$ cat src/rtl/i2cdw_pkg.sv
// Package: shared types and constants for the display write I2C master.
package i2cdw_pkg;

  // Bus sequencer modes
  typedef enum logic [1:0] {
    MODE_IDLE  = 2'd0,
    MODE_START = 2'd1,
    MODE_SEND  = 2'd2,
    MODE_STOP  = 2'd3
  } bus_mode_t;

  // Byte slots within one transfer
  localparam logic [1:0] SLOT_ADDR = 2'd0;
  localparam logic [1:0] SLOT_CTRL = 2'd1;
  localparam logic [1:0] SLOT_BYTE = 2'd2;

  // Control bytes and reset address
  localparam logic [7:0] CTRL_CMD   = 8'h00;
  localparam logic [7:0] CTRL_DATA  = 8'h40;
  localparam logic [7:0] ADDR_RESET = 8'h78;

  // Step counts within one byte: 8 bits of 3 steps, then the ack clock
  localparam logic [4:0] BIT_STEPS = 5'd24;
  localparam logic [4:0] ACK_LAST  = 5'd26;

  // Request kinds
  localparam logic REQ_TICK     = 1'b0;
  localparam logic REQ_TRANSFER = 1'b1;

  // Input beat
  typedef struct packed {
    logic       req_type;
    logic [7:0] byte_value;
    logic       is_data;
    logic       keep_open;
  } in_beat_t;

  // Result beat
  typedef struct packed {
    logic scl_level;
    logic sda_level;
    logic busy_res;
    logic accepted;
  } out_beat_t;

endpackage

$ cat src/rtl/i2c_display_write_master.sv
// Top level: write-only I2C master for a display controller, one pin step per beat.
//
// Usage:
//   in_*  : one beat per bus tick (req_type 0) or transfer request (req_type 1)
//           carrying byte_value, is_data and keep_open.
//   out_* : one result beat per input beat with the SCL/SDA levels after that
//           beat, a busy flag and whether a request was taken.
//   cfg_* : cfg_we writes cfg_wdata into the address byte (reset 0x78).
// A request from a free bus gives start, address byte, control byte (0x00 or
// 0x40) and the data byte; with keep_open the bus is held with SCL low and the
// next request sends its byte alone. Requests while busy are refused.
// The result of each accepted beat is registered in the output register. One
// beat per cycle is taken while the receiver does not stall, with the
// combinational sequencer update feeding the output register.
// Reset (synchronous, rst_n low): bus idle with both lines released, output
// register empty. When the receiver stalls, the output register holds its beat
// and in_ready drops until the beat is taken; the sequencer does not advance.
module i2c_display_write_master
  import i2cdw_pkg::*;
(
  input  logic      clk,
  input  logic      rst_n,
  input  logic      in_valid,
  output logic      in_ready,
  input  in_beat_t  in_data,
  output logic      out_valid,
  input  logic      out_ready,
  output out_beat_t out_data,
  input  logic      cfg_we,
  input  logic [7:0] cfg_wdata
);

  // Sequencer state
  bus_mode_t  mode_r, mode_nxt;
  logic [4:0] step_r, step_nxt;
  logic [1:0] phase_r, phase_nxt;
  logic [1:0] slot_r, slot_nxt;
  logic [7:0] shift_r, shift_nxt;
  logic [7:0] pend_byte_r, pend_byte_nxt;
  logic       pend_data_r, pend_data_nxt;
  logic       hold_r, hold_nxt;
  logic       scl_r, scl_nxt;
  logic       sda_r, sda_nxt;
  logic       acc_nxt;
  logic [7:0] addr_r;

  // Output register
  logic      out_valid_r;
  out_beat_t out_data_r;
  logic      in_fire;

  assign in_ready  = !out_valid_r || out_ready;
  assign in_fire   = in_valid && in_ready;
  assign out_valid = out_valid_r;
  assign out_data  = out_data_r;

  // Compute next sequencer state for the current beat
  always_comb begin
    mode_nxt      = mode_r;
    step_nxt      = step_r;
    phase_nxt     = phase_r;
    slot_nxt      = slot_r;
    shift_nxt     = shift_r;
    pend_byte_nxt = pend_byte_r;
    pend_data_nxt = pend_data_r;
    hold_nxt      = hold_r;
    scl_nxt       = scl_r;
    sda_nxt       = sda_r;
    acc_nxt       = 1'b0;

    if (in_data.req_type == REQ_TRANSFER) begin
      // Take a request only from an idle or held bus
      if (mode_r == MODE_IDLE) begin
        acc_nxt   = 1'b1;
        step_nxt  = '0;
        phase_nxt = '0;
        if (hold_r) begin
          mode_nxt      = MODE_SEND;
          slot_nxt      = SLOT_BYTE;
          shift_nxt     = in_data.byte_value;
          pend_byte_nxt = in_data.byte_value;
        end else begin
          mode_nxt      = MODE_START;
          pend_byte_nxt = in_data.byte_value;
          pend_data_nxt = in_data.is_data;
          slot_nxt      = SLOT_ADDR;
        end
        hold_nxt = in_data.keep_open;
      end
    end else begin
      unique case (mode_r)
        MODE_START: begin
          if (step_r == 5'd0) begin
            sda_nxt  = 1'b0;
            step_nxt = 5'd1;
          end else begin
            scl_nxt   = 1'b0;
            mode_nxt  = MODE_SEND;
            slot_nxt  = SLOT_ADDR;
            shift_nxt = addr_r;
            step_nxt  = '0;
            phase_nxt = '0;
          end
        end
        MODE_SEND: begin
          if (step_r < BIT_STEPS) begin
            // Set data, raise clock, lower clock and shift
            case (phase_r)
              2'd0: begin
                sda_nxt   = shift_r[7];
                phase_nxt = 2'd1;
              end
              2'd1: begin
                scl_nxt   = 1'b1;
                phase_nxt = 2'd2;
              end
              default: begin
                scl_nxt   = 1'b0;
                shift_nxt = {shift_r[6:0], 1'b0};
                phase_nxt = 2'd0;
              end
            endcase
            step_nxt = step_r + 5'd1;
          end else if (step_r == BIT_STEPS) begin
            sda_nxt  = 1'b1;
            step_nxt = step_r + 5'd1;
          end else if (step_r < ACK_LAST) begin
            scl_nxt  = 1'b1;
            step_nxt = step_r + 5'd1;
          end else begin
            // End of ack clock: move to next byte or finish
            scl_nxt   = 1'b0;
            step_nxt  = '0;
            phase_nxt = '0;
            if (slot_r == SLOT_ADDR) begin
              slot_nxt  = SLOT_CTRL;
              shift_nxt = pend_data_r ? CTRL_DATA : CTRL_CMD;
            end else if (slot_r == SLOT_CTRL) begin
              slot_nxt  = SLOT_BYTE;
              shift_nxt = pend_byte_r;
            end else begin
              mode_nxt = hold_r ? MODE_IDLE : MODE_STOP;
            end
          end
        end
        MODE_STOP: begin
          if (step_r == 5'd0) begin
            sda_nxt  = 1'b0;
            step_nxt = 5'd1;
          end else if (step_r == 5'd1) begin
            scl_nxt  = 1'b1;
            step_nxt = 5'd2;
          end else begin
            sda_nxt   = 1'b1;
            mode_nxt  = MODE_IDLE;
            hold_nxt  = 1'b0;
            step_nxt  = '0;
            phase_nxt = '0;
          end
        end
        default: begin
        end
      endcase
    end
  end

  // Address register
  always_ff @(posedge clk) begin
    if (!rst_n) begin
      addr_r <= ADDR_RESET;
    end else if (cfg_we) begin
      addr_r <= cfg_wdata;
    end
  end

  // Advance sequencer on each accepted beat
  always_ff @(posedge clk) begin
    if (!rst_n) begin
      mode_r      <= MODE_IDLE;
      step_r      <= '0;
      phase_r     <= '0;
      slot_r      <= SLOT_ADDR;
      shift_r     <= '0;
      pend_byte_r <= '0;
      pend_data_r <= 1'b0;
      hold_r      <= 1'b0;
      scl_r       <= 1'b1;
      sda_r       <= 1'b1;
    end else if (in_fire) begin
      mode_r      <= mode_nxt;
      step_r      <= step_nxt;
      phase_r     <= phase_nxt;
      slot_r      <= slot_nxt;
      shift_r     <= shift_nxt;
      pend_byte_r <= pend_byte_nxt;
      pend_data_r <= pend_data_nxt;
      hold_r      <= hold_nxt;
      scl_r       <= scl_nxt;
      sda_r       <= sda_nxt;
    end
  end

  // Load result beat, drop it when taken
  always_ff @(posedge clk) begin
    if (!rst_n) begin
      out_valid_r <= 1'b0;
    end else if (in_fire) begin
      out_valid_r <= 1'b1;
    end else if (out_ready) begin
      out_valid_r <= 1'b0;
    end
  end

  always_ff @(posedge clk) begin
    if (in_fire) begin
      out_data_r.scl_level <= scl_nxt;
      out_data_r.sda_level <= sda_nxt;
      out_data_r.busy_res  <= (mode_nxt != MODE_IDLE);
      out_data_r.accepted  <= acc_nxt;
    end
  end

  // A taken request always leaves the bus busy
  a_acc_busy: assert property (@(posedge clk) disable iff (!rst_n)
    out_valid_r && out_data_r.accepted |-> out_data_r.busy_res)
    else $error("accepted request reported with idle bus");

  // A free, unheld bus has both lines released
  a_idle_released: assert property (@(posedge clk) disable iff (!rst_n)
    (mode_r == MODE_IDLE) && !hold_r |-> scl_r && sda_r)
    else $error("idle bus not released");

  // Step count stays within one byte plus ack while sending
  a_step_range: assert property (@(posedge clk) disable iff (!rst_n)
    (mode_r == MODE_SEND) |-> (step_r <= ACK_LAST) && (phase_r != 2'd3))
    else $error("send step count out of range");

  // Bit phase tracks the step count at the start of every byte
  a_phase_sync: assert property (@(posedge clk) disable iff (!rst_n)
    (mode_r == MODE_SEND) && (step_r == 5'd0) |-> (phase_r == 2'd0))
    else $error("bit phase out of step at byte start");

endmodule
$ cat config.mk
export PLATFORM = sky130hd
export DESIGN_NAME = i2c_display_write_master
export DESIGN_NICKNAME = d
export VERILOG_FILES = /design/src/rtl/i2cdw_pkg.sv /design/src/rtl/i2c_display_write_master.sv
export SDC_FILE = /design/constraint.sdc
export NUM_CORES = 1
export LEC_CHECK = 0
export BUFFER_PORTS_ARGS = -buffer_cell sky130_fd_sc_hd__buf_2
export CAP_MARGIN = 5
export CORE_AREA = 2 2 70 72
export CTS_CLUSTER_SIZE = 16
export DETAILED_ROUTE_END_ITERATION = 7
export DIE_AREA = 0 0 72 74
export PLACE_DENSITY_LB_ADDON = 0.3
export SYNTH_ARGS = -nofsm -noshare
export SYNTH_HDL_FRONTEND = slang
export SYNTH_SLANG_ARGS = --single-unit
$ cat constraint.sdc
create_clock -name clk -period 2.92 [get_ports clk]
set_input_delay 0.438 -clock clk [delete_from_list [all_inputs] [get_ports clk]]
set_output_delay 0.438 -clock clk [all_outputs]
set_load 0.05 [all_outputs]
After elaboration in Yosys (flattened, before gate mapping):

Cells that the tools add are included.

* output and inout port bits: 6
* input port bits: 24
* flip-flop bits (word level): 44

* magnitude comparators: 2
* equal/unequal tests: 22
* bitwise logic cells: 1
* reduce and logical (&&, ||, !) cells: 20
* add/subtract/negate cells: 1
* mux-type cells: 78

Operators by type and width (number)
* $mux W8: 10
* $mux W2: 30
* $mux W5: 5
* $mux W1: 23
* $ne A3 B3 Y1 const B: 6
* $ne A4 B4 Y1 const B: 4
* $pmux W8 S2: 1
* $reduce_and A8 Y1: 2
* $pmux W5 S3: 1
* $pmux W2 S3: 2
* $lt A5 B5 Y1 const B: 2
* $reduce_and A9 Y1: 1
* $pmux W2 S2: 2
* $mux W7: 1
* $eq A2 B1 Y1 const B: 3
* $logic_not A2 Y1: 3
* $pmux W1 S3: 2
* $reduce_and A3 Y1: 2
* $reduce_bool A2 Y1: 3
* $add A5 B1 Y5 const B: 1
* $eq A5 B1 Y1 const B: 1
* $eq A5 B5 Y1 const B: 1
* $logic_not A5 Y1: 1
* $ne A5 B5 Y1 const B: 1
* 13 further kinds: 16

Logic depth before layout (Yosys ltp):

* word-level depth: 9
* mapped depth: 9

Least setup slack after synthesis:

No wires, ideal clock.

* path kind: register to register
* from: register out_valid_r, in the netlist out_valid
* to: register phase_r[0]
* stages on the path, launching flop included: 7
* path slack: 0.649 ns
* arrival time: 2.150 ns
* buffers on the path: 0
* period minus slack after synthesis: 2.271 ns
* required time: 2.799 ns
* setup time: 0.121 ns
* cell sequence: dfxtp_1 nand2b_1 nand2_1 clkinv_1 nand3_1 nor4b_2 mux2_2

* cells in the longest elaborated chain, start to end: 4

Ends and longest elaborated chain
* from (decl): RTL line i2c_display_write_master.sv:48 `logic out_valid_r;`
* from (signal assigned): RTL line i2c_display_write_master.sv:206 `out_valid_r <= 1'b0;`
* from (signal assigned): RTL line i2c_display_write_master.sv:208 `out_valid_r <= 1'b1;`
* from (signal assigned): RTL line i2c_display_write_master.sv:210 `out_valid_r <= 1'b0;`
* $logic_not A1 Y1: RTL line i2c_display_write_master.sv:52 `assign in_ready = !out_valid_r || out_ready;`
* $logic_or A1 B1 Y1: RTL line i2c_display_write_master.sv:52
* via in_ready: RTL line i2c_display_write_master.sv:24 `output logic in_ready,`
* $logic_and A1 B1 Y1: RTL line i2c_display_write_master.sv:53 `assign in_fire = in_valid && in_ready;`
* via in_fire: RTL line i2c_display_write_master.sv:50 `logic in_fire;`
* $reduce_and A8 Y1 (no source line)
* to (signal assigned): RTL line i2c_display_write_master.sv:192 `phase_r <= phase_nxt;`
* to (decl): RTL line i2c_display_write_master.sv:36 `logic [1:0] phase_r, phase_nxt;`

The timed path passes the listed nets, and every way through them passes these cells.
A chain may end at the register's enable or synchronous reset.

Worst setup path in the final report:

* from: register step_r[1]
* to: register out_data_r, in the netlist out_data[1] (data pin)

* cells in the longest elaborated chain, start to end: 7
* elaborated cells on any way between the ends: 14
* classes of those cells: 2 x order compare; 2 x eq/ne; 8 x mux; 2 x reduce/logical

Ends and longest elaborated chain
* from (decl): RTL line i2c_display_write_master.sv:35 `logic [4:0] step_r, step_nxt;`
* from (signal assigned): RTL line i2c_display_write_master.sv:191 `step_r <= step_nxt;`
* $lt A5 B5 Y1: RTL line i2c_display_write_master.sv:127 `end else if (step_r < ACK_LAST) begin`
* $mux W2: RTL line i2c_display_write_master.sv:127
* $mux W2: RTL line i2c_display_write_master.sv:124 `end else if (step_r == BIT_STEPS) begin`
* $mux W2: RTL line i2c_display_write_master.sv:106 `if (step_r < BIT_STEPS) begin`
* $pmux W2 S3 *: RTL line i2c_display_write_master.sv:91 `unique case (mode_r)`
* $mux W2 *: RTL line i2c_display_write_master.sv:71 `if (in_data.req_type == REQ_TRANSFER) begin`
* $reduce_bool A2 Y1 *: RTL line i2c_display_write_master.sv:218 `out_data_r.busy_res <= (mode_nxt != MODE_IDLE);`
* to (decl): RTL line i2c_display_write_master.sv:49 `out_beat_t out_data_r;`

Every way passes the cells marked *; elsewhere a longest branch is shown, timed or not.

==> impl_metrics.tcl <==
set metrics [dict create \
    period_needed_ns 2.34 \
    place_congestion 0.927 \
    antenna_found_initial 0 \
    outcome "finished, final reports clean" \
    grt_pass1_vias 2185 \
    dr.pass1.iters 4 \
    p_sw_share_pct 32.1 \
    ff2ff_setup_slack_ns 0.58 \
    post_cts_resize_count 0 \
    min_to "addr_r[5]" \
    crit_family "simple AND/OR/NAND/NOR gates" \
    final_common_cell "dfxtp_1" \
    busiest_layer "met2" \
    nets 352 \
    skew_ns 0.00733 \
    grt_pass1_wl_mm 9.93 \
    ys_ff_latch 44 \
    max_freq_mhz 427 \
    critPathKind "register to register" \
    clock_power_share_pct 26.8 \
    worst_pin_slew_ns 0.581 \
    switching_power_uw 456 \
    fin_ws_ns 0.576 \
    critPathBufInv 1 \
    cts_buffers 5 \
    p_int_uw 962 \
    drive_gt1_share_pct 16.8 \
    grt_max_degree 32 \
    post_cts_buffers 0 \
    dp_cells 368 \
    seq_power_share_pct 48.0 \
    hold_viol 0 \
    cts_buffer_depth 2 \
    critical-path-slowest-cell "or4_1" \
    worstPathArrival_ns 2.39 \
    hold_path.class "input pin to register" \
    maxCapViolations 0 \
    place_hpwl_mm 4.27 \
    reg2reg_to "out_data[1]" \
    r2r_cells 7 \
    clk_pin_slew_ns 0.08 \
    crit_path_max_incr_delay_ns 0.51 \
    dpl_cell_area_um2 2710 \
    wl_mm 5.97 \
    clock_tree.root_cell "clkbuf_8" \
    post-place-ws_ns 0.614 \
    synth_fp_nets 327 \
    cp_max_fo 8 \
    postLayoutCellArea_um2 2800 \
    fillCellCount 412 \
    use_met1_pct 27.6 \
    path_cells "inv_1 > ha_1 > nor2b_1 > o211ai_1 > a21oi_1 > nor3_1 > or4_1" \
    endpoint_kind "register" \
    finalCritPeriodShare_pct 80.3 \
    rsz0062_at_grt "no" \
    cts.hold.buffers_added 0 \
    dr_total_vias 2304 \
    cts_tree "built" \
    syn_area_per_cell_um2 8.56 \
    required_ns 2.96 \
    multi_input_area_um2 1480 \
    io_pins 30 \
    syn-cell-area_um2 2530 \
    slew_headroom_pct 60.8 \
    ant_nets 0 \
    synthFlopType "dfxtp_1" \
    synth_area_leaders "dfxtp_1 (32%), mux2i_1 (7.5%), edfxtp_1 (4.7%)" \
    rows 25 \
    area.sequential_um2 921 \
    grt-ovfl-total 0 \
    grt.met2_usage_pct 42.3 \
    drv_slew 0 \
    syn_to_final_growth_pct 10.4 \
    rr_startpoint "step_r[1]" \
    fin_cells 376 \
    met3_usage_pct 5.69 \
    startpoint_type "register" \
    clock_latency_ns 0.30 \
    routedWlPerCell_um 15.9 \
    ir_drop_uv 353 \
    total_leakage_power_uw 0.00116 \
    die_y_um 74 \
    clkSinkCount 44 \
    yosysTopAreaCell "dfxtp_1" \
    first_iter_violations 227 \
    yosysSeqAreaShare_pct 36.3 \
    drc 0 \
    die_area_um2 5330 \
    async_reset_ff_share_pct 0 \
    p_comb_share_pct 25.2 \
    finalSetupTns_ns 0 \
    min-delay-start "cfg_wdata[5]" \
    h-tree-depth 2 \
    ys_types 62 \
    holdPathStages 3 \
    finalSetupViolCount 0 \
    synth-edff-count 4 \
    initial_utilization_pct 55.1 \
    final_cell_mix "dfxtp_1 (40), nor2_1 (31), nand2_1 (29), buf_2 (29), mux2i_1 (19)" \
    power.density_nw_per_um2 507 \
    grt_use_total_pct 23.6 \
    viasPerCell 6.13 \
    portBuffers 29 \
    die_x_um 72 \
    netlist.area_leader.share_pct 31.6 \
    syn_inst 296 \
    antenna_cells 0 \
    synth_warnings 0 \
    coreArea_um2 4600 \
]
[logic make-up after synthesis]
| logic type | count (synthesis) | synth area share [%] |
|---|---|---|
| flops | 44 | 36.3 |
| fa+ha+maj | 7 | 3.46 |
| simple gates | 118 | 24.2 |
| xor+xnor | 1 | 0.346 |
| mux | 21 | 8.39 |
| compound gates | 76 | 21.9 |
| buf+inv | 29 | 5.33 |
[power by group through the flow]
stage	clock network, µW	registers [µW]	logic [µW]
global route	407	686	393
global placement	0	693	349
CTS	390	680	355
floorplan	0	716	244
detailed placement	0	694	353
finish	381	681	357
[cell usage after synthesis, drive strengths merged, types with 2 or more instances]
cell and instances:
edfxtp 4, nand4 8, mux2i 19, a2111oi 2
a41oi 2, a221o 6, a31oi 3, clkinv 2
nand3 5, nand2 29, nand3b 2, inv 8
a32o 2, clkbuf 8, nor2 31, nor2b 6
o211a 3, buf 11, a211oi 3, a21o 2
o21a 2, nor3 12, ha 7, nor4 2
or2 2, dfxtp 40, or4 3, nor4b 2
a21oi 9, o211ai 2, o21ai 26, mux2 2
and2 2, nand2b 7, o2111ai 3, o2bb2ai 2
[layout make-up]
cell class | count | area share (%)
Clock buffer | 6 | 2.60
Tap cell | 54 | 2.42
Inverter | 10 | 1.34
Multi-Input combinational cell | 223 | 52.8
Timing Repair Buffer | 37 | 7.34
Sequential cell | 44 | 32.9
Clock inverter | 2 | 0.537
[stage by stage]
stage	total power, µW	util [%]	hold WS (ns)
floorplan	960	-	0.428
global placement	1040	58.9	0.437
detailed placement	1050	58.9	0.443
CTS	1430	60.8	0.344
global route	1490	60.8	0.372
finish	1420	60.8	0.351
[state kept, by name, indices dropped and copies added (netlist names), 2 cells and up]
register,flops
addr_r,8
pend_byte_r,8
shift_r,8
step_r,5
out_data,4
mode_r,2
phase_r,2
slot_r,2
[worst max path at each step]
stage	from	to	slack (ns)	cells after the start
after floorplan	out_valid	phase_r[0]	0.65	6
after global placement	step_r[0]	out_data[1]	0.71	7
after detailed placement	step_r[1]	out_data[1]	0.61	7
after CTS	step_r[1]	out_data[1]	0.63	7
after global routing	mode_r[0]	step_r[3]	0.49	7
final	step_r[1]	out_data[1]	0.58	7
[layer usage]
layer  routed length (µm)  vias to the layer above
met3                  301                        9
li1                     -                     1139
met2                 2980                       72
met1                 2620                     1084
met4                   69                        0
met5                    0                        -
[worst min-delay path, stage by stage]
cell     delay (ns)
buf_2          0.07
mux2i_1        0.05
nand2_1        0.06
Note: power is estimated with default switching activity, not from simulation.
